File: src/design/efhs_pkg.sv
// Shared constants and beat payload types for the ECMP flow hash selector.
// No dependencies; every other file refers to it by scoped names.
`timescale 1ns / 1ps

package efhs_pkg;

   localparam int HASH_W        = 32;
   localparam int KEY_WORDS     = 3;
   localparam int KEY_W         = KEY_WORDS * HASH_W;
   localparam int PROTO_W       = 8;
   localparam int PORT_W        = 16;
   localparam int COUNT_W       = 7;
   localparam int SLOT_W        = 6;

   localparam int MAX_NEXT_HOPS_DEFAULT = 64;

   localparam int MOD_STEP_BITS = 4;
   localparam int MOD_CELLS     = HASH_W / MOD_STEP_BITS;

   localparam logic [HASH_W-1:0] MM_C1     = 32'hcc9e2d51;
   localparam logic [HASH_W-1:0] MM_C2     = 32'h1b873593;
   localparam logic [HASH_W-1:0] MM_N      = 32'he6546b64;
   localparam logic [HASH_W-1:0] MM_F1     = 32'h85ebca6b;
   localparam logic [HASH_W-1:0] MM_F2     = 32'hc2b2ae35;
   localparam logic [HASH_W-1:0] KEY_BYTES = 32'd12;

   localparam logic [PROTO_W-1:0] PROTO_TCP  = 8'h06;
   localparam logic [PROTO_W-1:0] PROTO_UDP  = 8'h11;
   localparam logic [PROTO_W-1:0] PROTO_ACK  = 8'hFC;
   localparam logic [PROTO_W-1:0] PROTO_NACK = 8'hFD;

   typedef struct packed {
      logic [HASH_W-1:0]  source_addr;
      logic [HASH_W-1:0]  dest_addr;
      logic [PROTO_W-1:0] protocol;
      logic [PORT_W-1:0]  source_port;
      logic [PORT_W-1:0]  dest_port;
      logic [COUNT_W-1:0] next_hop_count;
   } req_payload_type;

   typedef struct packed {
      logic [HASH_W-1:0] flow_hash;
      logic [SLOT_W-1:0] hop_slot;
      logic              route_found;
   } rsp_payload_type;

endpackage

File: src/design/efhs_mod_cell.sv
// Remainder cell: restoring division over a few hash bits per stage.
// A row of these yields hash modulo divisor. Uses efhs_pkg.
`timescale 1ns / 1ps

module efhs_mod_cell #(
   parameter int DIV_W    = 7,
   parameter int CELL_IDX = 0
) (
   input  logic                         clock,
   input  logic                         reset,
   input  logic                         in_valid,
   output logic                         in_ready,
   input  logic [efhs_pkg::HASH_W-1:0]  in_hash,
   input  logic [DIV_W-1:0]             in_rem,
   input  logic [DIV_W-1:0]             in_div,
   input  logic                         in_found,
   output logic                         out_valid,
   input  logic                         out_ready,
   output logic [efhs_pkg::HASH_W-1:0]  out_hash,
   output logic [DIV_W-1:0]             out_rem,
   output logic [DIV_W-1:0]             out_div,
   output logic                         out_found
);

   localparam int STEP    = efhs_pkg::MOD_STEP_BITS;
   localparam int TOP_BIT = efhs_pkg::HASH_W - 1 - CELL_IDX * STEP;

   logic                         valid_ff;
   logic [efhs_pkg::HASH_W-1:0]  hash_ff;
   logic [DIV_W-1:0]             rem_ff;
   logic [DIV_W-1:0]             div_ff;
   logic                         found_ff;
   logic [DIV_W-1:0]             rem_in;
   logic [DIV_W:0]               wide;
   logic [STEP-1:0]              bits;

   assign in_ready = !valid_ff || out_ready;

   always_comb begin
      bits   = in_hash[TOP_BIT -: STEP];
      rem_in = in_rem;
      wide   = '0;
      for (int s = 0; s < STEP; s++) begin
         wide = {rem_in, bits[STEP-1-s]};
         if (wide >= {1'b0, in_div}) begin
            wide = wide - {1'b0, in_div};
         end
         rem_in = wide[DIV_W-1:0];
      end
   end

   always_ff @(posedge clock) begin
      if (reset) begin
         valid_ff <= 1'b0;
      end else if (in_ready) begin
         valid_ff <= in_valid;
      end
      if (in_ready && in_valid) begin
         hash_ff  <= in_hash;
         rem_ff   <= rem_in;
         div_ff   <= in_div;
         found_ff <= in_found;
      end
   end

   assign out_valid = valid_ff;
   assign out_hash  = hash_ff;
   assign out_rem   = rem_ff;
   assign out_div   = div_ff;
   assign out_found = found_ff;

endmodule

File: config.mk
export PLATFORM = sky130hd
export DESIGN_NAME = efhs_mod_cell
export DESIGN_NICKNAME = d
export VERILOG_FILES = /design/src/design/efhs_pkg.sv /design/src/design/efhs_mod_cell.sv
export SDC_FILE = /design/constraint.sdc
export NUM_CORES = 1
export LEC_CHECK = 0
export BUFFER_PORTS_ARGS = -buffer_cell sky130_fd_sc_hd__buf_2
export CORE_UTILIZATION = 50
export CTS_BUF_LIST = sky130_fd_sc_hd__clkbuf_8
export CTS_CLUSTER_DIAMETER = 50
export DETAILED_ROUTE_END_ITERATION = 8
export HOLD_SLACK_MARGIN = 0.12
export PLACE_DENSITY = 0.79
export SLEW_MARGIN = 20
export SYNTH_ARGS = -nofsm -noshare
export SYNTH_HDL_FRONTEND = slang
export SYNTH_SLANG_ARGS = --single-unit
File: constraint.sdc
create_clock -name clock -period 11.94 [get_ports clock]
set_clock_uncertainty 0.1 [all_clocks]
set_input_delay 1.791 -clock clock [delete_from_list [all_inputs] [get_ports clock]]
set_output_delay 1.791 -clock clock [all_outputs]
set_load 0.02 [all_outputs]
; ---- Yosys cells after proc, flatten, opt, wreduce, memory -nomap -nowiden
; Cells that the tools add are included.
[totals]
ff_bits = 48
inputBits = 51
output_inout_bits = 49
wordCells = 20
[op_classes]
addsub = 4
n_lt_le_gt_ge = 4
n_mux = 4
n_reduce_logical = 3
[ops]
columns = operator, n
row1 = $ge 8x7->1, 4
row2 = $mux 7, 4
row3 = $sub 7x7->7, 4
row4 = $logic_and 1x1->1, 1
row5 = $logic_not 1->1, 1
row6 = $logic_or 1x1->1, 1

; ---- Longest topological paths before layout
[depth]
word_depth = 8
depth_mapped = 37
ltp_nobuf = 35

; ---- Least setup slack after synthesis
; OpenSTA, ideal clock, no wires.
[synth_path]
path_kind = input -> register
from = input port in_hash[31] (netlist bit)
to = register rem_ff[4] (netlist: out_rem[4]), data pin
setup_ns = 0.271
arrival_ns = 8.846
t_required_ns = 11.569
setup_slack_ns = 2.723
cell_stages = 35
n_path_buf = 3
path_cell_list = inv_1 -> ha_1 -> inv_1 -> fa_1 -> nand3_1 -> a31oi_1 -> nor2_1 -> mux2i_1 -> inv_1 -> ha_1 -> nor2b_4 -> o31a_1 -> o32a_1 -> a211oi_4 -> buf_4 -> mux2_2 -> ha_1 -> and3_1 -> a41oi_1 -> a31oi_1 -> a2111oi_0 -> mux2i_1 -> buf_6 -> nor2_1 -> a21oi_1 -> fa_1 -> a21o_1 -> a21oi_1 -> a21oi_1 -> o22ai_1 -> nand4_1 -> and2_0 -> buf_2 -> nand2_2 -> o221ai_1
[synth_between]
elab_chain_cells = 8
word_cells_on_any_way = 12
cone_classes = add/sub: 4 / order compare: 4 / mux: 4
[synth_lines]
columns = item, line_no
row1 = start: declaration, efhs_mod_cell.sv:13  ; input logic [efhs_pkg::HASH_W-1:0] in_hash,
row2 = $sub 7x7->7 / $ge 8x7->1 (equally long branches), "efhs_mod_cell.sv:46, efhs_mod_cell.sv:45"
row3 = $mux 7 *, efhs_mod_cell.sv:45  ; if (wide >= {1'b0, in_div}) begin
row4 = $sub 7x7->7 / $ge 8x7->1 (equally long branches), "efhs_mod_cell.sv:46, efhs_mod_cell.sv:45"
row5 = $mux 7 *, efhs_mod_cell.sv:45
row6 = $sub 7x7->7 / $ge 8x7->1 (equally long branches), "efhs_mod_cell.sv:46, efhs_mod_cell.sv:45"
row7 = $mux 7 *, efhs_mod_cell.sv:45
row8 = $sub 7x7->7 / $ge 8x7->1 (equally long branches), "efhs_mod_cell.sv:46, efhs_mod_cell.sv:45"
row9 = $mux 7 *, efhs_mod_cell.sv:45
row10 = net wide[4], efhs_mod_cell.sv:34  ; logic [DIV_W:0] wide;
row11 = end signal: assignment, efhs_mod_cell.sv:60  ; rem_ff <= rem_in;
row12 = end: declaration, efhs_mod_cell.sv:30  ; logic [DIV_W-1:0] rem_ff;
; Mark *: on every way through the listed nets, which the timed path passes. The rest lies on a longest branch.
; A chain may end at the register's enable or synchronous reset.

; ---- Worst setup path in the final report
[layout_path]
from = input port in_div[0]
to = register rem_ff[4] (netlist: out_rem[4]), data pin
[layout_between]
elab_chain_cells = 8
word_cells_on_any_way = 12
cone_classes = add/sub: 4 / order compare: 4 / mux: 4
[layout_lines]
columns = item, line_no
row1 = start: declaration, efhs_mod_cell.sv:15  ; input logic [DIV_W-1:0] in_div,
row2 = $sub 7x7->7 / $ge 8x7->1 (equally long branches), "efhs_mod_cell.sv:46, efhs_mod_cell.sv:45"
row3 = $mux 7, efhs_mod_cell.sv:45
row4 = $sub 7x7->7 / $ge 8x7->1 (equally long branches), "efhs_mod_cell.sv:46, efhs_mod_cell.sv:45"
row5 = $mux 7, efhs_mod_cell.sv:45
row6 = $sub 7x7->7 / $ge 8x7->1 (equally long branches), "efhs_mod_cell.sv:46, efhs_mod_cell.sv:45"
row7 = $mux 7, efhs_mod_cell.sv:45
row8 = $sub 7x7->7 / $ge 8x7->1 (equally long branches), "efhs_mod_cell.sv:46, efhs_mod_cell.sv:45"
row9 = $mux 7 *, efhs_mod_cell.sv:45
row10 = net wide[4], efhs_mod_cell.sv:34
; Marks and branches as above.

==> qor.yml <==
status: "finished, violations left"
violations_in_the_final_reports: "DRC"
crit_path_max_incr_delay_ps: 600
synth_top_cell_by_area: "edfxtp_1"
yosysUniqueCellTypes: 55
via_count: 2504
worst_hold_slack_ps: 441.0
fin_nets: 459
dieHeight_um: 80.33
drive_above_1_share_pct: 31.65
track_usage_pct: 22.65
detail_route.first_pass.iterations: 9
tritoncts.num_buffers: 5
critical_path_required_ps: 11890
post_synth_inst_count: 273
drt-total-wl_um: 7263
postSynth.topFlopCell: "edfxtp_1"
ys_seq_area_share_pct: 46.66
drv_slew: 0
arr_time_crit_path_ps: 10030
dp_hpwl_um: 5708
worst_r2r_startpoint: "out_valid$_SDFFE_PP0N_"
grt_max_degree: 48
gp_congestion: 0.9144
ant_nets: 0
worst-slew-pin-transition_ps: 618.1
drt_drc_violations_left: 3
first_global_vias: 2244
synth.cell_area_um2: 3068
synth_common_cells: "edfxtp_1, ha_1, inv_1, nor2_1, a21oi_1"
static-leakage-power_uw: 0.001700
synth-edff-count: 47
async_reset_ff_share_pct: 0
floorplan.initialDensity_pct: 51.82
vias_per_cell: 5.552
grt_overflow_total: 0
hp_class: "reg -> reg"
max-cap-violations: 0
place.port_buffers: 99
setup.worst_path.class: "in -> reg"
power_density_nw_per_um2: 228.4
endpoint_kind: "flop"
yosys.cell_count.top_type: "edfxtp_1"
hold_viol: 0
finalPower_uw: 860.8
peakVddDrop_v: 0.0001470
rows: 28
layout_min_cycle_time_ps: 10080
synth.top_cells.by_area: "edfxtp_1, ha_1, inv_1"
postLayoutCellArea_um2: 3769
cts_max_path_buffers: 2
cts_clk_pin_slew_worst_paths_ps: 90
insertedDiodeCount: 0
die_area_um2: 6453
insertion_delay_ps: 310
cp_slowest_cell: "a2111oi_0"
syn_avg_cell_area_um2: 11.24
area_growth_syn_to_layout_pct: 22.84
die-width_um: 80.33
post_cts.resized_instances: 0
drt_iter0_drc: 177
timing.hold.worst.start: "out_valid$_SDFFE_PP0N_"
design.core.area_um2: 5921
fmaxAchievable_mhz: 99.22
grt_setup_unrepaired: "no"
setup-violations-final: 0
initial_antenna_violation_count: 0
synth.top_cell.area_share_pct: 46.00
num-fill-cells: 473
fin_setup_tns_ps: 0
post_cts_repair_setup_buffers: 0
cts_tree: "built"
fin_util_pct: 63.65
post-route-period-util_pct: 84.41
crit_path_start_kind: "primary input"
io_pins: 100
grt_pass1_wl_um: 10920
wire_per_inst_um: 16.10
postSynthNetCount: 356
timing.reg2reg.setup_slack_ps: 10450
area.sequential_um2: 1431
cts.sink_count: 48
yosys_register_bits: 48
cts_hold_buffers: 0
synthesis.yosys.warnings: 0
startpoint: "in_div[0]"
placement.cell_area_um2: 3638
critical_path.max_fanout: 14
timing.max_slew.rel_slack_pct: 57.73
htreeDepth: 2
multi_input_area_um2: 1514
clockRootBuffer: "clkbuf_8"
[metal layers]
metal	global-route usage (%)	routed length, µm	vias up
met4	7.143	107	0
li1	-	-	1222
met3	4.091	585	9
met1	29.16	3109	1160
met2	38.46	3461	113
met5	0	0	-
[power breakdown]
| part | leakage, µW | internal (µW) | switching [µW] |
|---|---|---|---|
| Clock | 0.0000642 | 82.4 | 54.8 |
| Sequential | 0.000463 | 225 | 4.61 |
| Combinational | 0.00117 | 211 | 282 |
| Total | 0.00170 | 519 | 342 |
[worst max-delay path, delay by kind of cell]
kind / cells / cell delay (ps)
buffers and inverters: 4 / 490
adder cells (fa/ha/maj): 5 / 1720
multiplexers: 3 / 890
AND/OR/NAND/NOR: 8 / 1620
AO/OA/AOI/OAI: 13 / 3490
[registers in the layout, summed over array words and instances, names as in the netlist]
register / cells
out_hash: 32
out_div: 7
out_rem: 7
out_found: 1
out_valid: 1
[final timing paths]
path,to,cells past startpoint
setup / recovery,out_rem[4]$_DFFE_PP_,33
hold / removal,out_valid$_SDFFE_PP0N_,2
hold reg to reg,out_valid$_SDFFE_PP0N_,2
setup reg to reg,out_hash[21]$_DFFE_PP_,2
[area by class of cell]
class | count | area share (%)
inverters | 26 | 2.590
well taps | 75 | 2.490
repair buffers | 100 | 13.35
clock inverters | 2 | 1.594
flip-flops and latches | 48 | 37.98
multi-input cells | 195 | 40.17
clock buffers | 5 | 1.826
[placed cells by master, fill, tap and decap left out, drive strengths merged, types with 5 or more instances in the layout]
cell type,count
a21oi,17
buf,100
clkbuf,5
edfxtp,47
ha,28
inv,26
mux2i,8
nand2,15
nand3,7
nor2,21
nor2b,6
o21ai,11
xnor2,6
xor2,7
[stage by stage]
| step | instances | worst slack, ps |
|---|---|---|
| after floorplan | 273 | 2723 |
| after global placement | 444 | 2036 |
| after detailed placement | 444 | 1675 |
| after CTS | 451 | 1955 |
| after global routing | 451 | 1277 |
| final | 451 | 1862 |
[logic make-up (layout without fill, tap and decap cells)]
logic type               Yosys count  in the layout  share of synthesized area, %
flip-flops                        48             48                         46.66
adder cells (fa/ha/maj)           32             32                         14.03
XOR/XNOR                          13             13                         3.711
AND/OR/NAND/NOR                   73             73                         12.40
buffers and inverters             30            133                         4.078
AO/OA/AOI/OAI                     66             66                         15.29
multiplexers                      11             11                         3.834
(Power assumes the default switching activity.)
