### config.mk
export PLATFORM = sky130hd
export DESIGN_NAME = efhs_mix_cell
export DESIGN_NICKNAME = d
export VERILOG_FILES = /design/src/design/efhs_pkg.sv /design/src/design/efhs_mix_cell.sv
export SDC_FILE = /design/constraint.sdc
export NUM_CORES = 1
export LEC_CHECK = 0
export BUFFER_PORTS_ARGS = -buffer_cell sky130_fd_sc_hd__buf_2
export CORE_ASPECT_RATIO = 1.75
export CORE_UTILIZATION = 25
export CTS_CLUSTER_SIZE = 30
export DETAILED_ROUTE_END_ITERATION = 6
export MAX_ROUTING_LAYER = met4
export PLACE_DENSITY = 0.38
export SKIP_CTS_REPAIR_TIMING = 1
export SLEW_MARGIN = 0
export SYNTH_ARGS = -nofsm -noshare
export SYNTH_HDL_FRONTEND = slang
export SYNTH_SLANG_ARGS = --single-unit
### constraint.sdc
create_clock -name clock -period 12.2 [get_ports clock]
set_input_delay 0.61 -clock clock [delete_from_list [all_inputs] [get_ports clock]]
set_output_delay 0.61 -clock clock [all_outputs]
set_load 0.01 [all_outputs]
### src/design/efhs_pkg.sv
// Shared constants and beat payload types for the ECMP flow hash selector.
// No dependencies; every other file refers to it by scoped names.
`timescale 1ns / 1ps

package efhs_pkg;

   localparam int HASH_W        = 32;
   localparam int KEY_WORDS     = 3;
   localparam int KEY_W         = KEY_WORDS * HASH_W;
   localparam int PROTO_W       = 8;
   localparam int PORT_W        = 16;
   localparam int COUNT_W       = 7;
   localparam int SLOT_W        = 6;

   localparam int MAX_NEXT_HOPS_DEFAULT = 64;

   localparam int MOD_STEP_BITS = 4;
   localparam int MOD_CELLS     = HASH_W / MOD_STEP_BITS;

   localparam logic [HASH_W-1:0] MM_C1     = 32'hcc9e2d51;
   localparam logic [HASH_W-1:0] MM_C2     = 32'h1b873593;
   localparam logic [HASH_W-1:0] MM_N      = 32'he6546b64;
   localparam logic [HASH_W-1:0] MM_F1     = 32'h85ebca6b;
   localparam logic [HASH_W-1:0] MM_F2     = 32'hc2b2ae35;
   localparam logic [HASH_W-1:0] KEY_BYTES = 32'd12;

   localparam logic [PROTO_W-1:0] PROTO_TCP  = 8'h06;
   localparam logic [PROTO_W-1:0] PROTO_UDP  = 8'h11;
   localparam logic [PROTO_W-1:0] PROTO_ACK  = 8'hFC;
   localparam logic [PROTO_W-1:0] PROTO_NACK = 8'hFD;

   typedef struct packed {
      logic [HASH_W-1:0]  source_addr;
      logic [HASH_W-1:0]  dest_addr;
      logic [PROTO_W-1:0] protocol;
      logic [PORT_W-1:0]  source_port;
      logic [PORT_W-1:0]  dest_port;
      logic [COUNT_W-1:0] next_hop_count;
   } req_payload_type;

   typedef struct packed {
      logic [HASH_W-1:0] flow_hash;
      logic [SLOT_W-1:0] hop_slot;
      logic              route_found;
   } rsp_payload_type;

endpackage

### src/design/efhs_mix_cell.sv
// One murmur3 body round as a three-stage cell: multiply, multiply, mix into state.
// Consumes the low key word and hands the rest of the key on. Uses efhs_pkg.
`timescale 1ns / 1ps

module efhs_mix_cell (
   input  logic                          clock,
   input  logic                          reset,
   input  logic                          in_valid,
   output logic                          in_ready,
   input  logic [efhs_pkg::HASH_W-1:0]   in_hash,
   input  logic [efhs_pkg::KEY_W-1:0]    in_key,
   input  logic [efhs_pkg::COUNT_W-1:0]  in_count,
   output logic                          out_valid,
   input  logic                          out_ready,
   output logic [efhs_pkg::HASH_W-1:0]   out_hash,
   output logic [efhs_pkg::KEY_W-1:0]    out_key,
   output logic [efhs_pkg::COUNT_W-1:0]  out_count
);

   localparam int HW = efhs_pkg::HASH_W;
   localparam int KW = efhs_pkg::KEY_W;

   logic [2:0]                      valid_ff;
   logic [2:0]                      rdy;
   logic [HW-1:0]                   h_ff     [3];
   logic [KW-1:0]                   key_ff   [3];
   logic [efhs_pkg::COUNT_W-1:0]    count_ff [3];
   logic [HW-1:0]                   k1_ff;
   logic [HW-1:0]                   k2_ff;
   logic [HW-1:0]                   k1_in;
   logic [HW-1:0]                   k2_in;
   logic [HW-1:0]                   h_in;
   logic [HW-1:0]                   mixed;
   logic [HW-1:0]                   rotated;

   assign rdy[2]   = !valid_ff[2] || out_ready;
   assign rdy[1]   = !valid_ff[1] || rdy[2];
   assign rdy[0]   = !valid_ff[0] || rdy[1];
   assign in_ready = rdy[0];

   always_comb begin
      k1_in   = in_key[HW-1:0] * efhs_pkg::MM_C1;
      k2_in   = {k1_ff[HW-16:0], k1_ff[HW-1:HW-15]} * efhs_pkg::MM_C2;
      mixed   = h_ff[1] ^ k2_ff;
      rotated = {mixed[HW-14:0], mixed[HW-1:HW-13]};
      h_in    = rotated + {rotated[HW-3:0], 2'b00} + efhs_pkg::MM_N;
   end

   always_ff @(posedge clock) begin
      if (reset) begin
         valid_ff <= '0;
      end else begin
         if (rdy[0]) valid_ff[0] <= in_valid;
         if (rdy[1]) valid_ff[1] <= valid_ff[0];
         if (rdy[2]) valid_ff[2] <= valid_ff[1];
      end
      if (rdy[0] && in_valid) begin
         h_ff[0]     <= in_hash;
         k1_ff       <= k1_in;
         key_ff[0]   <= {{HW{1'b0}}, in_key[KW-1:HW]};
         count_ff[0] <= in_count;
      end
      if (rdy[1] && valid_ff[0]) begin
         h_ff[1]     <= h_ff[0];
         k2_ff       <= k2_in;
         key_ff[1]   <= key_ff[0];
         count_ff[1] <= count_ff[0];
      end
      if (rdy[2] && valid_ff[1]) begin
         h_ff[2]     <= h_in;
         key_ff[2]   <= key_ff[1];
         count_ff[2] <= count_ff[1];
      end
   end

   assign out_valid = valid_ff[2];
   assign out_hash  = h_ff[2];
   assign out_key   = key_ff[2];
   assign out_count = count_ff[2];

endmodule

**Word-level counts from Yosys, hierarchy flattened**

Memory sizes are Yosys's and may differ from the RTL's.
Index checks and enable logic that the tools add are counted.

- Memory bits (read-only): 0
- Bits in registers: 67
- Bits in latches: 0
- Memories kept: 3
- Memory bits (writable): 405
- Output and inout bits: 137

Memory list:

| name | depth | bits a word | rd ports | clocked after Yosys merged registers in | wr ports | RTL line | source |
|---|---|---|---|---|---|---|---|
| key_ff | 3 | 96 | 3 | 0 | 3 | efhs_mix_cell.sv:26 | `logic [KW-1:0] key_ff [3];` |
| h_ff | 3 | 32 | 3 | 0 | 3 | efhs_mix_cell.sv:25 | `logic [HW-1:0] h_ff [3];` |
| count_ff | 3 | 7 | 3 | 0 | 3 | efhs_mix_cell.sv:27 | `logic [efhs_pkg::COUNT_W-1:0] count_ff [3];` |

- Equality and inequality tests: 0
- Add/subtract/negate cells: 2
- Reductions and logical operators: 9
- Bitwise gates (word level): 1
- Div/mod/pow operators: 0
- Muxes and demuxes: 6
- Multiply operators: 2
- Magnitude comparators: 0
- Shift-type cells: 0

Operators with widths:

| kind | number |
|---|---|
| $add 32x32->32 | 1 |
| $add 32x32->32 const B | 1 |
| $mul 32x29->32 const B | 1 |
| $mul 32x31->32 const B | 1 |
| $xor 32x32->32 | 1 |
| $mux 1 | 6 |
| $logic_and 1x1->1 | 3 |
| $logic_not 1->1 | 3 |
| $logic_or 1x1->1 | 3 |

**Depth between registers and ports, before layout**

- Word-level depth: 7
- Mapped depth: 25
- Gate-level depth less buffers: 25

**Worst setup path before layout**

Ideal clock, no wire load.

- Kind: input -> register
- Start: input port out_ready
- End: memory count_ff[0][10] (netlist bit) (enable)
- Data arrival time: 10452 ps
- Setup time: 836 ps
- Required time: 11364 ps
- Path buffers: 0
- Path slack: 912 ps
- Cell stages on the path: 2
- Cell sequence: nor2b_1 -> a21boi_0

RTL lines:

| what | RTL line | source |
|---|---|---|
| start, declared | efhs_mix_cell.sv:14 | `input logic out_ready,` |
| end, declared | efhs_mix_cell.sv:27 |  |

**Worst setup path in the final report**

- Start: register k1_ff[26]
- End: register k2_ff[28], data pin

- Word-level cells in the longest chain between the ends: 1

Ends and longest elaborated chain:

| what | RTL line | source |
|---|---|---|
| start, declared | efhs_mix_cell.sv:28 | `logic [HW-1:0] k1_ff;` |
| start signal, assigned | efhs_mix_cell.sv:59 | `k1_ff <= k1_in;` |
| $mul 32x29->32 | efhs_mix_cell.sv:43 | `k2_in = {k1_ff[HW-16:0], k1_ff[HW-1:HW-15]} * efhs_pkg::MM_C2;` |
| net k2_in[28] | efhs_mix_cell.sv:31 | `logic [HW-1:0] k2_in;` |
| end signal, assigned | efhs_mix_cell.sv:65 | `k2_ff <= k2_in;` |
| end, declared | efhs_mix_cell.sv:29 | `logic [HW-1:0] k2_ff;` |

The timed path passes the listed nets, and every way through them passes these cells.
A chain may end at the register's enable or synchronous reset.

==> flow_metrics.env <==
export IMPL_holdPathEnd="h_ff[0][0]"
export IMPL_timing_final_crit_share_pct=56.7
export IMPL_grt_pass1_vias=20000
export IMPL_rr_startpoint="k1_ff[26]"
export IMPL_std_cell_rows=169
export IMPL_cp_depth=21
export IMPL_cp_data_required_time_ns=12.57
export IMPL_track_usage_pct=12.9
export IMPL_final_hold_viol_count=0
export IMPL_cts_tree="yes"
export IMPL_cts_htree_levels=2
export IMPL_fin_worst_skew_ns=0.0222
export IMPL_relSlewSlack_pct=29.2
export IMPL_crit_family="adder cells"
export IMPL_die_h_um=465
export IMPL_ios=276
export IMPL_drt_iter0_markers=595
export IMPL_root_buffer="clkbuf_16"
export IMPL_maxCapViolCount=0
export IMPL_r2r_cells=21
export IMPL_cp_start_kind="flip-flop"
export IMPL_yosysTopAreaCell="edfxtp_1"
export IMPL_hp_start="in_hash[0]"
export IMPL_cpPeakStageDelay_ns=0.66
export IMPL_clk_latency_ns=0.58
export IMPL_hp_class="in2reg"
export IMPL_critPathBufInv=4
export IMPL_clk_path_buf_depth=3
export IMPL_whs_path_depth=1
export IMPL_drive_above_1_share_pct=12.1
export IMPL_drv_slew=0
export IMPL_dr_pass1_iters=4
export IMPL_port_buffers=243
export IMPL_drt_total_wl_um=76700
export IMPL_fillers=12600
export IMPL_synth_top_cell_area_share_pct=36.5
export IMPL_grt_overflow_total=0
export IMPL_yosys_cell_count_top_type="inv_1"
export IMPL_num_nets_final=3586
export IMPL_cts_sinks=376
export IMPL_worst_slew_pin_slew_ns=1.06
export IMPL_synth_area_leaders="edfxtp_1, fa_1, ha_1"
export IMPL_setup_viol=0
export IMPL_rsz0062_at_grt="false"
export IMPL_yosysWarnings=0
export IMPL_layout_area_overhead_vs_synth_pct=12.2
export IMPL_grt_antenna_before_repair=3
export IMPL_dp_cells=4253
export IMPL_coreArea_um2=121000
export IMPL_gp_congestion=0.844
export IMPL_vias_per_cell=4.03
export IMPL_grt_pass1_wl_um=117000
export IMPL_status="finished, final reports clean"
export IMPL_synth_edf_count=373
export IMPL_cts_buffers=39
export IMPL_place_hpwl_um=63700
export IMPL_syn_area_um2=30600
export IMPL_rrSetupSlack_ns=5.28
export IMPL_die_w_um=267
export IMPL_ant_nets=0
export IMPL_fin_crit_ns=6.92
export IMPL_async_flop_share_pct=0
export IMPL_synth_top_cells_by_count="inv_1, ha_1, edfxtp_1"
export IMPL_avgSynthCellArea_um2=12.3
export IMPL_dr_total_vias=17400
export IMPL_drc=0
export IMPL_cp_max_fo=9
export IMPL_crit_top_cell="fa_1"
export IMPL_synth_distinct_cells=58
export IMPL_end_kind="flip-flop"
export IMPL_path_cells="ha_1 -> inv_1 -> fa_1 -> inv_1 -> fa_1 -> fa_1 -> ha_1 -> fa_1 -> fa_1 -> inv_1 -> fa_1 -> inv_1 -> ha_1 -> and3_1 -> and2_1 -> a221oi_1 -> nand4_1 -> a31oi_1 -> nor2_1 -> mux2i_1 -> a221oi_1"
export IMPL_grt_max_degree=121
export IMPL_synth_flop_cell="edfxtp_1"
export IMPL_worst_path_max_delay_cell="edfxtp_1"
export IMPL_synth_seq_area_share_pct=36.7
export IMPL_timing_rr_end="k2_ff[28]"
export IMPL_crit_type="reg2reg"
export IMPL_worst_ep_arrival_time_ns=7.29
export IMPL_max_freq_mhz=145
export IMPL_layout_cells_non_filler=4325
export IMPL_initial_core_util_pct=25.2
export IMPL_routedWlPerCell_um=17.7
export IMPL_syn_inst=2488
export IMPL_ys_ff_latch=376
export IMPL_hold_ws_ns=0.205
export IMPL_die_area_um2=124000
export IMPL_clk_pin_slew_worst_paths_ns=0.07
export IMPL_tns_ns=0
==> routing by layer <==
layer  global-route usage, %  routed length [µm]  vias up
li1                        -                   -     8299
met1                    12.6               27800     8717
met2                    25.8               44500      315
met3                    1.21                2030       95
met4                    4.35                2370        0
met5                       -                   0        -
==> cell usage in the layout, fill, tap and decap left out, drive strengths merged, types with 32 or more instances in the layout <==
cell      n
inv     622
ha      457
edfxtp  373
fa      320
buf     248
xnor2   121
xor2     61
a21oi    55
nor2     55
clkbuf   44
o21ai    42
nand2    41
a21o     35
conb     32
==> cells by family (layout without fill, tap and decap cells) <==
kind of cell	after synthesis	in the layout	synth area share, %
buf+inv	756	935	10.9
other cells	1	35	0.0122
simple gates	171	171	2.62
mux	1	1	0.0327
fa+ha+maj	777	777	39.6
xor+xnor	182	182	5.20
flops	376	376	36.7
compound gates	224	224	4.92
==> cell type report <==
| type | instances | area, µm² | area share, % |
|---|---|---|---|
| antenna | 3 | 7.51 | 0.0218 |
| tap | 1624 | 2030 | 5.91 |
| sequential | 376 | 11300 | 32.8 |
| inverter | 618 | 2320 | 6.75 |
| multi-input combinational | 1387 | 16200 | 47.1 |
| clock buffer | 44 | 1000 | 2.92 |
| clock inverter | 25 | 288 | 0.837 |
| timing repair buffer | 248 | 1270 | 3.68 |
==> through the flow <==
step,worst slack (ns),instance area (µm²),utilization (%)
2_1_floorplan,0.912,30800,-
3_3_place_gp,5.19,33100,27.2
3_5_place_dp,5.15,33100,27.2
4_1_cts,5.14,34400,28.3
5_1_grt,4.73,34400,28.3
6_report,5.28,34400,28.3
==> worst reg2reg max path: cells and delay by family, from the launching register on <==
kind / cells / cell delay (ns)
flops: 1 / 0.66
buf+inv: 4 / 0.19
simple gates: 4 / 0.76
compound gates: 3 / 1.05
mux: 1 / 0.13
fa+ha+maj: 9 / 3.96
==> state kept, by name (all words and copies together) (netlist names) <==
name / flops
count_ff: 21
k2_ff: 32
k1_ff: 32
valid_ff: 3
key_ff: 192
h_ff: 96
==> worst max path at each step <==
stage,startpoint,end
after floorplan,out_ready,count_ff[0][10]
after global placement,in_key[6],k1_ff[25]
after detailed placement,k1_ff[22],k2_ff[28]
after CTS,k1_ff[27],k2_ff[28]
after global routing,k1_ff[22],k2_ff[28]
final,k1_ff[26],k2_ff[28]
Power is not shown: default switching activity piles up to over one toggle a cycle in this logic, so the estimate is an artifact.
