$ cat config.mk
export PLATFORM = sky130hd
export DESIGN_NAME = efhs_fmix
export DESIGN_NICKNAME = d
export VERILOG_FILES = /design/src/design/efhs_pkg.sv /design/src/design/efhs_fmix.sv
export SDC_FILE = /design/constraint.sdc
export NUM_CORES = 1
export LEC_CHECK = 0
export BUFFER_PORTS_ARGS = -buffer_cell sky130_fd_sc_hd__buf_2
export CAP_MARGIN = 20
export CORE_MARGIN = 2
export CORE_UTILIZATION = 25
export CTS_BUF_LIST = sky130_fd_sc_hd__clkbuf_8 sky130_fd_sc_hd__clkbuf_16
export CTS_CLUSTER_SIZE = 24
export DETAILED_ROUTE_END_ITERATION = 7
export PLACE_DENSITY = 0.43
export SLEW_MARGIN = 5
export SYNTH_ARGS = -nofsm -noshare
export SYNTH_HDL_FRONTEND = slang
export SYNTH_SLANG_ARGS = --single-unit
$ cat constraint.sdc
create_clock -name clock -period 9.6 [get_ports clock]
set_input_delay 0.48 -clock clock [delete_from_list [all_inputs] [get_ports clock]]
set_output_delay 0.48 -clock clock [all_outputs]
set_load 0.005 [all_outputs]
$ cat src/design/efhs_pkg.sv
// Shared constants and beat payload types for the ECMP flow hash selector.
// No dependencies; every other file refers to it by scoped names.
`timescale 1ns / 1ps

package efhs_pkg;

   localparam int HASH_W        = 32;
   localparam int KEY_WORDS     = 3;
   localparam int KEY_W         = KEY_WORDS * HASH_W;
   localparam int PROTO_W       = 8;
   localparam int PORT_W        = 16;
   localparam int COUNT_W       = 7;
   localparam int SLOT_W        = 6;

   localparam int MAX_NEXT_HOPS_DEFAULT = 64;

   localparam int MOD_STEP_BITS = 4;
   localparam int MOD_CELLS     = HASH_W / MOD_STEP_BITS;

   localparam logic [HASH_W-1:0] MM_C1     = 32'hcc9e2d51;
   localparam logic [HASH_W-1:0] MM_C2     = 32'h1b873593;
   localparam logic [HASH_W-1:0] MM_N      = 32'he6546b64;
   localparam logic [HASH_W-1:0] MM_F1     = 32'h85ebca6b;
   localparam logic [HASH_W-1:0] MM_F2     = 32'hc2b2ae35;
   localparam logic [HASH_W-1:0] KEY_BYTES = 32'd12;

   localparam logic [PROTO_W-1:0] PROTO_TCP  = 8'h06;
   localparam logic [PROTO_W-1:0] PROTO_UDP  = 8'h11;
   localparam logic [PROTO_W-1:0] PROTO_ACK  = 8'hFC;
   localparam logic [PROTO_W-1:0] PROTO_NACK = 8'hFD;

   typedef struct packed {
      logic [HASH_W-1:0]  source_addr;
      logic [HASH_W-1:0]  dest_addr;
      logic [PROTO_W-1:0] protocol;
      logic [PORT_W-1:0]  source_port;
      logic [PORT_W-1:0]  dest_port;
      logic [COUNT_W-1:0] next_hop_count;
   } req_payload_type;

   typedef struct packed {
      logic [HASH_W-1:0] flow_hash;
      logic [SLOT_W-1:0] hop_slot;
      logic              route_found;
   } rsp_payload_type;

endpackage

$ cat src/design/efhs_fmix.sv
// murmur3 length fold and final avalanche in two multiply stages.
// Uses efhs_pkg constants.
`timescale 1ns / 1ps

module efhs_fmix (
   input  logic                          clock,
   input  logic                          reset,
   input  logic                          in_valid,
   output logic                          in_ready,
   input  logic [efhs_pkg::HASH_W-1:0]   in_hash,
   input  logic [efhs_pkg::COUNT_W-1:0]  in_count,
   output logic                          out_valid,
   input  logic                          out_ready,
   output logic [efhs_pkg::HASH_W-1:0]   out_hash,
   output logic [efhs_pkg::COUNT_W-1:0]  out_count
);

   localparam int HW = efhs_pkg::HASH_W;

   logic [1:0]                      valid_ff;
   logic [1:0]                      rdy;
   logic [HW-1:0]                   p1_ff;
   logic [HW-1:0]                   p2_ff;
   logic [efhs_pkg::COUNT_W-1:0]    count_ff [2];
   logic [HW-1:0]                   x;
   logic [HW-1:0]                   y;
   logic [HW-1:0]                   p1_in;
   logic [HW-1:0]                   p2_in;

   assign rdy[1]   = !valid_ff[1] || out_ready;
   assign rdy[0]   = !valid_ff[0] || rdy[1];
   assign in_ready = rdy[0];

   always_comb begin
      x     = in_hash ^ efhs_pkg::KEY_BYTES;
      x     = x ^ (x >> 16);
      p1_in = x * efhs_pkg::MM_F1;
      y     = p1_ff ^ (p1_ff >> 13);
      p2_in = y * efhs_pkg::MM_F2;
   end

   always_ff @(posedge clock) begin
      if (reset) begin
         valid_ff <= '0;
      end else begin
         if (rdy[0]) valid_ff[0] <= in_valid;
         if (rdy[1]) valid_ff[1] <= valid_ff[0];
      end
      if (rdy[0] && in_valid) begin
         p1_ff       <= p1_in;
         count_ff[0] <= in_count;
      end
      if (rdy[1] && valid_ff[0]) begin
         p2_ff       <= p2_in;
         count_ff[1] <= count_ff[0];
      end
   end

   assign out_valid = valid_ff[1];
   assign out_hash  = p2_ff ^ (p2_ff >> 16);
   assign out_count = count_ff[1];

endmodule

After elaboration in Yosys (flattened, before gate mapping)
Memory sizes are Yosys's and may differ from the RTL's.
Index checks and enable logic that the tools add are counted.
{"block": "classes", "bitwise": 4, "n_mux": 4, "multipliers": 2, "reduce_logical": 6}
{"operator": "32-bit by 16-bit XOR with 32-bit output", "n": 2}
{"operator": "32-bit by 31-bit multiplier with 32-bit output (second input constant)", "n": 1}
{"operator": "32-bit by 32-bit multiplier with 32-bit output (second input constant)", "n": 1}
{"operator": "32-bit by 19-bit XOR with 32-bit output", "n": 1}
{"operator": "1-bit two-way mux", "n": 4}
{"operator": "1-bit logical AND", "n": 2}
{"operator": "1-bit zero test", "n": 2}
{"operator": "1-bit logical OR", "n": 2}
{"operator": "2-bit inverter", "n": 1}
{"block": "totals", "reg_bits": 66, "output_inout_bits": 41, "mem_count": 1, "wordCells": 21, "mem_bits_rw": 14}
{"memory": "count_ff", "words": 2, "width": 7, "rd": 2, "rd_clocked_by_memory_dff": 0, "write_ports": 2, "line_no": "efhs_fmix.sv:24", "rtl": "logic [efhs_pkg::COUNT_W-1:0] count_ff [2];"}

Longest topological paths before layout
Gate-level depths: netlist (run 1).
{"block": "logic_depth", "word_depth": 6, "depth_mapped": 27, "mapped_depth_nobuf": 27}

Worst setup path after synthesis (run 1)
No wires, ideal clock.
{"block": "synth_path", "path_kind": "reg-to-reg", "start": "reg p1_ff[21]", "end": "reg p2_ff[31] (data pin)", "stages_incl_launch_ff": 22, "setup_time_ns": 0.259, "slack_ns": 2.670, "period_less_slack_ns": 6.930, "path_buffers": 0, "arrival_time_ns": 6.671, "path_cell_list": "edfxtp_1 -> xor2_1 -> ha_1 -> fa_1 -> fa_1 -> inv_1 -> fa_1 -> inv_1 -> fa_1 -> fa_1 -> fa_1 -> inv_1 -> fa_1 -> inv_1 -> ha_1 -> and4_1 -> and4_1 -> a211o_2 -> a221o_1 -> a211oi_2 -> a21oi_1 -> xnor2_1"}
{"block": "synth_between", "elab_chain_len": 2}
{"element": "start: declaration", "line_no": "efhs_fmix.sv:22", "rtl": "logic [HW-1:0] p1_ff;"}
{"element": "start signal: assignment", "line_no": "efhs_fmix.sv:50", "rtl": "p1_ff <= p1_in;"}
{"element": "32-bit by 19-bit XOR with 32-bit output", "line_no": "efhs_fmix.sv:38", "rtl": "y = p1_ff ^ (p1_ff >> 13);"}
{"element": "32-bit by 31-bit multiplier with 32-bit output", "line_no": "efhs_fmix.sv:39", "rtl": "p2_in = y * efhs_pkg::MM_F2;"}
{"element": "named net p2_in[31]", "line_no": "efhs_fmix.sv:28", "rtl": "logic [HW-1:0] p2_in;"}
{"element": "end signal: assignment", "line_no": "efhs_fmix.sv:54", "rtl": "p2_ff <= p2_in;"}
{"element": "end: declaration", "line_no": "efhs_fmix.sv:23", "rtl": "logic [HW-1:0] p2_ff;"}
The timed path passes the listed nets, and every way through them passes these cells.
A chain may end at the register's enable or synchronous reset.

Final worst setup path (run 1)
{"block": "layout_path", "start": "in in_hash[20] (netlist bit)", "end": "reg p1_ff[31] (data pin)"}
{"block": "layout_between", "elab_chain_len": 2}
{"element": "start: declaration", "line_no": "efhs_fmix.sv:10", "rtl": "input logic [efhs_pkg::HASH_W-1:0] in_hash,"}
{"element": "32-bit by 16-bit XOR with 32-bit output", "line_no": "efhs_fmix.sv:36", "rtl": "x = x ^ (x >> 16);"}
{"element": "32-bit by 32-bit multiplier with 32-bit output", "line_no": "efhs_fmix.sv:37", "rtl": "p1_in = x * efhs_pkg::MM_F1;"}
{"element": "named net p1_in[31]", "line_no": "efhs_fmix.sv:27", "rtl": "logic [HW-1:0] p1_in;"}
The timed path passes the listed nets, and every way through them passes these cells.

==> results of run 1 <==
-- per-stage QoR --
step	utilization (%)	instance area, um2
after floorplan	-	20350
after global placement	27.32	22010
after detailed placement	27.32	22010
after CTS	27.70	22310
after global routing	27.72	22330
final	27.72	22330
-- per-layer routing --
layer | wire [um] | vias to the layer above
li1 | - | 5934
met1 | 24230 | 6224
met2 | 31020 | 158
met3 | 1012 | 49
met4 | 1443 | 0
met5 | 0 | -
-- flip-flops by register name, summed over array words and instances, names as in the netlist --
name / count
p2_ff: 32
p1_ff: 32
valid_ff: 2
count_ff: 14
-- cell usage after synthesis (2+ instances only) --
| library cell | number | area, um2 |
|---|---|---|
| inv_1 | 626 | 2350 |
| fa_1 | 389 | 7787 |
| ha_1 | 373 | 4667 |
| xnor2_1 | 110 | 963.4 |
| edfxtp_1 | 78 | 2342 |
| xor2_1 | 65 | 569.3 |
| a21oi_1 | 39 | 195.2 |
| nor2_1 | 34 | 127.6 |
| buf_4 | 23 | 172.7 |
| o21a_1 | 19 | 142.6 |
| nand2_1 | 18 | 67.56 |
| a21o_1 | 17 | 127.6 |
| o21ai_0 | 16 | 80.08 |
| and3_1 | 9 | 56.30 |
| o21bai_1 | 8 | 60.06 |
| and2_1 | 7 | 43.79 |
| nand2b_1 | 6 | 37.54 |
| a211o_1 | 5 | 43.79 |
| a31oi_1 | 5 | 31.28 |
| a211oi_1 | 4 | 30.03 |
| nand3_1 | 4 | 20.02 |
| nor2b_1 | 4 | 25.02 |
| nor3_1 | 4 | 20.02 |
| and4_1 | 3 | 26.28 |
| o211ai_1 | 3 | 22.52 |
| a2111oi_0 | 2 | 17.52 |
| a21boi_0 | 2 | 15.01 |
| a221o_1 | 2 | 20.02 |
| dfxtp_1 | 2 | 40.04 |
| nand4_1 | 2 | 12.51 |
| o31a_1 | 2 | 17.52 |
| or4_1 | 2 | 15.01 |
-- cells by family (layout without fill, tap and decap cells) --
group	after synthesis	in the layout	share of synthesized area [%]
fa+ha+maj	762	762	61.19
buf+inv	649	736	12.39
xor+xnor	175	175	7.531
compound gates	141	141	4.795
simple gates	98	98	2.385
flops	80	80	11.70
-- critical path: cells and delay by family --
kind                       cells  cell delay (ps)
xor gates and xnor gates       3             1230
adders and majority gates      9             3770
and+or+nand+nor                5              840
buffers and inverters          6              830
AOI/OAI and AO/OA              2              580
-- area by class of cell --
class	count	area (um2)
clock buffer	9	225.2
clock inverter	7	78.83
fill	8512	58220
inverter	626	2350
multi-input combinational	1176	15460
sequential	80	2382
tap	1060	1326
timing repair buffer	94	510.5
-- placed cells by master, fill, tap and decap left out, types with 4 or more instances in the layout --
cell,instances
a211o_1,5
a211oi_1,4
a21o_1,17
a21oi_1,39
a31oi_1,5
and2_1,6
and3_1,9
buf_2,83
buf_4,10
clkbuf_16,9
edfxtp_1,78
fa_1,389
ha_1,373
inv_1,626
nand2_1,18
nand2b_1,6
nand3_1,4
nor2_1,34
nor3_1,4
o21a_1,19
o21ai_0,16
o21bai_1,8
xnor2_1,110
xor2_1,65
-- worst paths after layout --
path	startpoint	end	slack [ps]
worst max register to register	p1_ff[20]	p2_ff[31]	2040
worst max-delay path	in_hash[20]	p1_ff[31]	1970
worst min-delay path	reset	valid_ff[1]	280
worst min register to register	count_ff[0][2]	count_ff[0][9]	420
==> flow_summary.json, run 1 <==
{
  "status": "completed",
  "dr.pass1.iters": 4,
  "io_pins": 84,
  "cp_slowest_cell": "xnor2_1",
  "critPathMaxStageDelay_ps": 660,
  "hold_buffers": 0,
  "grt_use_met1_pct": 17.12,
  "drt-total-wl_um": 57710,
  "rsz0062_at_grt": "false",
  "area_delta_synth_final_pct": 9.713,
  "fin_ws_ps": 1975,
  "critPathKind": "input pin to flip-flop",
  "worst_pin_slew_ps": 962.0,
  "die_area_um2": 83710,
  "detail_route.vias_per_cell": 4.051,
  "cts-htree-levels": 3,
  "drv_cap": 0,
  "fmax_ghz": 0.1311,
  "worstPathMaxFanout": 6,
  "die_x_um": 289.3,
  "initial_utilization_pct": 25.27,
  "grt_overflow_total": 0,
  "drv_slew": 0,
  "fin_nets": 2792,
  "cts_root_buffer": "clkbuf_16",
  "whs_ps": 279.0,
  "hold_viol_final": 0,
  "dpl.hpwl_um": 53410,
  "postRouteAntennaNets": 0,
  "place.gp.congestion": 0.9195,
  "grt_usage_pct": 14.52,
  "synth-seq-area-share_pct": 11.70,
  "fin_crit_ps": 7625,
  "grt_pass1_wl_um": 89290,
  "grt_max_degree": 40,
  "core_um2": 80550,
  "synth_cell_types": 54,
  "cts_setup_buffers": 0,
  "clk_pin_slew_ps": 70,
  "cts_tree": "done",
  "syn_area_um2": 20350,
  "layout-drive-gt1-share_pct": 6.175,
  "grt_busiest_layer": "met2",
  "grt_pass1_vias": 14700,
  "ys.flop_type": "edfxtp_1",
  "fin_crit_sh_pct": 79.43,
  "worst_path_most_repeated_cell": "fa_1",
  "n_antenna_cell": 0,
  "worst_setup_path_start_kind": "input pin",
  "io_buffers": 83,
  "clock-sinks": 80,
  "drc": 0,
  "synth_edf_count": 78,
  "die_h_um": 289.3,
  "clock_path_buffers": 2,
  "synth_warnings": 0,
  "row_count": 104,
  "clkLatencyLatePin_ps": 370,
  "antenna_found_initial": 0,
  "finClkSkew_ps": 10.29,
  "hold_class": "input pin to flip-flop",
  "setup_viol": 0,
  "arrival_ps": 7730,
  "maxSlewHeadroom_pct": 35.65,
  "cts_resized": 0,
  "dp_slack_ps": 1645,
  "required_ps": 9710,
  "grtUsageMet2_pct": 27.98,
  "reg2reg_depth": 23,
  "postSynth.asyncResetShare_pct": 0,
  "layoutNonFillerInstCount": 3052,
  "ys_ff_latch": 80,
  "dp.cells": 3035,
  "vias": 12370,
  "critPathCaptureType": "flip-flop",
  "syn_nets": 2710,
  "numCtsBuffers": 9,
  "syn_avg_cell_area_um2": 10.68,
  "wire_per_inst_um": 18.91,
  "drt_iter0_drc": 399,
  "grt.met3_usage_pct": 1.094,
  "postSynthCellCount": 1905,
  "min_path_cells": 2,
  "fin_tns_setup_ps": 0
}
Power of run 1 is left out: the tool's default activity adds up to more than one toggle a clock period on the data nets, which glitch-free logic cannot reach.
==> run 2: changes to the inputs <==
--- a/config.mk
+++ b/config.mk
@@ -12,7 +12,7 @@
 export CTS_BUF_LIST = sky130_fd_sc_hd__clkbuf_8 sky130_fd_sc_hd__clkbuf_16
 export CTS_CLUSTER_SIZE = 24
 export DETAILED_ROUTE_END_ITERATION = 7
-export PLACE_DENSITY = 0.43
+export PLACE_DENSITY = 0.44
 export SLEW_MARGIN = 5
 export SYNTH_ARGS = -nofsm -noshare
 export SYNTH_HDL_FRONTEND = slang
==> constraint.sdc (replaced) <==
create_clock -name clock -period 6.2 [get_ports clock]
set_input_delay 0.31 -clock clock [delete_from_list [all_inputs] [get_ports clock]]
set_output_delay 0.31 -clock clock [all_outputs]
set_load 0.005 [all_outputs]
==> run 2 against run 1 <==
The flow now finishes with violations (negative setup slack). Setup slack got worse by 2400 ps. Global-route usage increased by 1.2 points. First-iteration DRC count decreased by 7.8%. Hold slack got worse by 180 ps. Critical path depth decreased by 2. Design area increased by 20%. Sequential cell count unchanged. Clock-buffer cell count unchanged. Sequential share of layout area decreased by 1.8 points. Core utilization increased by 5.4 points. Register-to-register slack got worse by 2500 ps. Via count increased by 11%. Highest routed layer unchanged.
==> flow_summary.json, run 2 (synthesized netlist as in run 1, its figures left out) <==
{
  "worst_setup_path_start_kind": "flip-flop",
  "grt_pass1_vias": 16150,
  "crit_chain": "buf_6, xor2_4, ha_4, inv_2, fa_2, fa_1, fa_1, inv_2, fa_1, inv_1, fa_1, fa_1, fa_1, inv_2, ha_4, buf_6, o21a_1, o31a_1, a211o_2, a221o_1, a211oi_2, a21oi_1, xnor2_1",
  "core_um2": 80550,
  "row_count": 104,
  "finClkSkew_ps": 18.62,
  "clk_pin_slew_ps": 70,
  "worst_pin_slew_ps": 950.9,
  "drv_cap": 0,
  "grt_overflow_total": 0,
  "r2r_slack_ps": -450,
  "grt_pass1_wl_um": 96810,
  "io_pins": 84,
  "die_x_um": 289.3,
  "drt_iter0_drc": 368,
  "hold_class": "input pin to flip-flop",
  "worstPathMaxFanout": 4,
  "cpLargestDelayFamily": "adder cells",
  "worst_path_most_repeated_cell": "fa_1",
  "antenna_found_initial": 0,
  "clock_path_buffers": 2,
  "area_delta_synth_final_pct": 31.27,
  "fin_nets": 3162,
  "arrival_ps": 6770,
  "io_buffers": 83,
  "maxSlewHeadroom_pct": 36.60,
  "numCtsBuffers": 9,
  "setup_viol": 8,
  "reg2reg_from": "p1_ff[22]",
  "critPathCaptureType": "flip-flop",
  "dr.pass1.iters": 4,
  "n_antenna_cell": 0,
  "cts-htree-levels": 3,
  "dpl.hpwl_um": 58530,
  "critPathKind": "flip-flop to flip-flop",
  "postRouteAntennaNets": 0,
  "reg2reg_depth": 23,
  "fin_tns_setup_ps": -2197,
  "hold_viol_final": 0,
  "fin_crit_ps": 6655,
  "fmax_ghz": 0.1503,
  "drc": 0,
  "grt_max_degree": 40,
  "min_path_cells": 2,
  "layout_common_cells": "inv_1, fa_1, buf_4, ha_1, xnor2_1",
  "top_regs": "p1_ff x32, p2_ff x32, count_ff x14",
  "r2r_end": "p2_ff[31]",
  "hp-start": "reset",
  "wire_per_inst_um": 18.43,
  "min_to": "valid_ff[0]",
  "critPathMaxStageDelay_ps": 550,
  "fin_crit_sh_pct": 107.3,
  "die_area_um2": 83710,
  "worst-path-buf-inv": 6,
  "dpl-instance-area_um2": 25000,
  "required_ps": 6310,
  "drv_slew": 0,
  "clock-sinks": 80,
  "drt-total-wl_um": 63070,
  "stdcell_area_um2": 26720,
  "die_h_um": 289.3,
  "status": "complete, but fails checks",
  "place.gp.congestion": 0.9521,
  "fin_ws_ps": -454.9,
  "detail_route.vias_per_cell": 4.021,
  "initial_utilization_pct": 25.27,
  "cp_slowest_cell": "fa_1",
  "final_common_cell": "inv_1",
  "vias": 13760,
  "rsz0062_at_grt": "true",
  "layout-drive-gt1-share_pct": 29.34,
  "violations": "negative setup slack",
  "cts_root_buffer": "clkbuf_16",
  "grt_usage_pct": 15.76,
  "cts_tree": "done",
  "clkLatencyLatePin_ps": 380,
  "hold_buffers": 0
}
run 2: worst max-delay path by stage:
stage                     slack (ps)         to  depth (start not counted)  startpoint
final                           -450  p2_ff[31]                         23   p1_ff[22]
after global routing            -670  p2_ff[31]                         23    p1_ff[9]
after CTS                       -470  p2_ff[31]                         23   p1_ff[22]
after detailed placement       -1070  p1_ff[30]                         20  in_hash[7]
after global placement         -1060  p1_ff[30]                         20  in_hash[7]
after floorplan                 -330  p2_ff[31]                         21   p1_ff[21]
run 2: stage by stage:
| step | std cells | hold WS [ps] | setup slack [ps] | util, % |
|---|---|---|---|---|
| floorplan | 1905 | 382.4 | -329.3 | - |
| global placement | 3378 | 401.9 | -1057 | 31.03 |
| detailed placement | 3378 | 406.3 | -1074 | 31.03 |
| CTS | 3409 | 82.54 | -465.0 | 32.34 |
| global route | 3422 | 89.66 | -672.6 | 33.17 |
| finish | 3422 | 97.57 | -454.9 | 33.17 |
run 2: metal layers:
layer	share of wire, %	GRT usage [%]	vias up
met5	0	0	-
met4	3.9	5.838	0
met3	1.7	1.134	69
met2	55	30.79	173
met1	40	17.66	6853
li1	-	-	6665
run 2: worst register-to-register path: cells and delay by family, from the launching register on:
kind                     cells  cell delay [ps]
AO/OA/AOI/OAI                6             1330
XOR/XNOR                     2              340
adder cells (fa/ha/maj)      9             3880
buffers and inverters        6              470
flip-flops                   1              380
run 2: what timing repair did:
action / in CTS / in global routing
setup endpoints to repair: 23 / 25
setup buffers: 16 / 15
gates resized for setup: 115 / 106
pin swaps: 67 / 61
run 2: cell type report:
class | count | area, um2
Clock buffer | 9 | 225.2
Clock inverter | 7 | 77.57
Fill cell | 8254 | 53830
Inverter | 626 | 2356
Multi-Input combinational cell | 1176 | 16910
Sequential cell | 80 | 2382
Tap cell | 1060 | 1326
Timing Repair Buffer | 464 | 3443
Power of run 2 is left out for the same reason.
==> run 3: changes to the inputs <==
--- a/config.mk
+++ b/config.mk
@@ -12,7 +12,7 @@
 export CTS_BUF_LIST = sky130_fd_sc_hd__clkbuf_8 sky130_fd_sc_hd__clkbuf_16
 export CTS_CLUSTER_SIZE = 24
 export DETAILED_ROUTE_END_ITERATION = 7
-export PLACE_DENSITY = 0.44
+export PLACE_DENSITY = 0.5
 export SLEW_MARGIN = 5
 export SYNTH_ARGS = -nofsm -noshare
 export SYNTH_HDL_FRONTEND = slang
==> run 3 against run 2 <==
The run still ends with negative setup slack left. Fmax is 0.81% lower. Global-route usage is 0.63 points lower. Sequential share of layout area hardly changed. Clock-buffer cell count stayed put. Final cell count is 0.12% higher. Clock skew is 0.97 ps lower. Setup slack worse by 54 ps. Core utilization is 0.17 points lower. Non-clock buffer count is 4 higher. Register-to-register slack worse by 50 ps.
==> flow_summary.json, run 3 (synthesized netlist as in run 1, its figures left out) <==
{
  "drt-total-wl_um": 60680,
  "arrival_ps": 6830,
  "critPathKind": "flip-flop to flip-flop",
  "fin_ws_ps": -509.4,
  "rsz0062_at_grt": "true",
  "postRouteAntennaNets": 0,
  "status": "complete, but fails checks",
  "die_h_um": 289.3,
  "fin_crit_sh_pct": 108.2,
  "dr.pass1.iters": 5,
  "numCtsBuffers": 9,
  "area_delta_synth_final_pct": 30.58,
  "die_x_um": 289.3,
  "drv_cap": 0,
  "violations": "negative setup slack",
  "fin_nets": 3166,
  "worstPathMaxFanout": 4,
  "layout_common_cells": "inv_1, buf_4, fa_1, ha_1, xnor2_1",
  "hold_buffers": 0,
  "grt_pass1_wl_um": 93960,
  "cts-htree-levels": 3,
  "clk_pin_slew_ps": 80,
  "cts_root_buffer": "clkbuf_16",
  "core_um2": 80550,
  "wire_per_inst_um": 17.71,
  "setup_viol": 10,
  "layoutNonFillerInstCount": 3426,
  "dpl.hpwl_um": 55940,
  "grt_pass1_vias": 16200,
  "n_antenna_cell": 0,
  "grt_overflow_total": 0,
  "critPathCaptureType": "flip-flop",
  "hold_class": "input pin to flip-flop",
  "maxSlewHeadroom_pct": 41.10,
  "vias": 13870,
  "worst_pin_slew_ps": 883.5,
  "place.gp.congestion": 0.9306,
  "antenna_found_initial": 1,
  "io_buffers": 83,
  "worst_setup_path_start_kind": "flip-flop",
  "hold_viol_final": 0,
  "die_area_um2": 83710,
  "grt_max_degree": 40,
  "finClkSkew_ps": 17.65,
  "r2r_slack_ps": -510,
  "layout-drive-gt1-share_pct": 29.29,
  "final_common_cell": "inv_1",
  "top_regs": "p1_ff x32, p2_ff x32, count_ff x14",
  "drt_iter0_drc": 486,
  "clkLatencyLatePin_ps": 390,
  "dp.cells": 3380,
  "fmax_ghz": 0.1490,
  "cts_tree": "done",
  "drv_slew": 0,
  "clock-sinks": 80,
  "clock_path_buffers": 2,
  "required_ps": 6320,
  "grt_usage_pct": 15.13,
  "io_pins": 84,
  "row_count": 104,
  "drc": 0,
  "detail_route.vias_per_cell": 4.049,
  "fin_crit_ps": 6709,
  "whs_ps": 86.71,
  "initial_utilization_pct": 25.27
}
## run 3: cell count changes in the layout (fill, tap and decap cells not counted), sizes merged
cell	before	now
clkinv	2	0
clkinvlp	2	3
bufinv	1	0
buf	464	468
inv	628	630
## run 3: final timing paths
kind,from,to,depth (start not counted)
worst max register to register,p1_ff[23],p2_ff[27],22
worst min-delay path,reset,valid_ff[0],2
worst min register to register,count_ff[0][4],count_ff[0][11],0
worst max-delay path,p1_ff[23],p2_ff[27],22
## run 3: what timing repair did
| action | CTS | global route |
|---|---|---|
| setup endpoints to repair | 22 | 25 |
| pin swaps | 63 | 102 |
| gates resized for setup | 100 | 110 |
| buffers inserted | 19 | 16 |
## run 3: routing by layer
| metal | wire [um] | share of wire [%] | vias to the layer above | track usage, % |
|---|---|---|---|---|
| li1 | - | - | 6683 | - |
| met1 | 25510 | 42 | 6968 | 18.05 |
| met5 | 0 | 0 | - | 0 |
| met4 | 1513 | 2.5 | 0 | 3.570 |
| met2 | 32730 | 54 | 167 | 29.26 |
| met3 | 922 | 1.5 | 53 | 0.9921 |
## run 3: cell type report
type | count | area (um2)
Tap cell | 1060 | 1326
Timing Repair Buffer | 468 | 3406
Fill cell | 8172 | 53970
Clock inverter | 7 | 68.82
Inverter | 626 | 2361
Sequential cell | 80 | 2382
Clock buffer | 9 | 225.2
Multi-Input combinational cell | 1176 | 16810
## run 3: through the flow
step | utilization, % | setup WS [ps] | setup TNS [ps] | area [um2]
after detailed placement | 31.04 | -884.3 | -12950 | 25000
final | 33.00 | -509.4 | -3116 | 26580
after floorplan | - | -329.3 | -783.3 | 20760
after global routing | 33.00 | -673.7 | -5535 | 26580
after global placement | 31.04 | -899.2 | -12490 | 25000
after CTS | 32.21 | -511.7 | -3295 | 25940
## run 3: critical path, stage by stage (launching register included)
cell      delay, ps
edfxtp_1        500
xor2_4          240
ha_4            320
inv_4            40
fa_2            350
fa_1            480
fa_1            520
inv_2            40
fa_1            510
inv_2            40
fa_1            490
fa_1            430
fa_1            540
inv_2            50
ha_4            220
and4_4          180
and4_1          190
a211o_2         340
a221o_2         450
buf_4           170
buf_6           100
a21oi_2         140
xnor2_1          90
Power of run 3 is left out for the same reason.
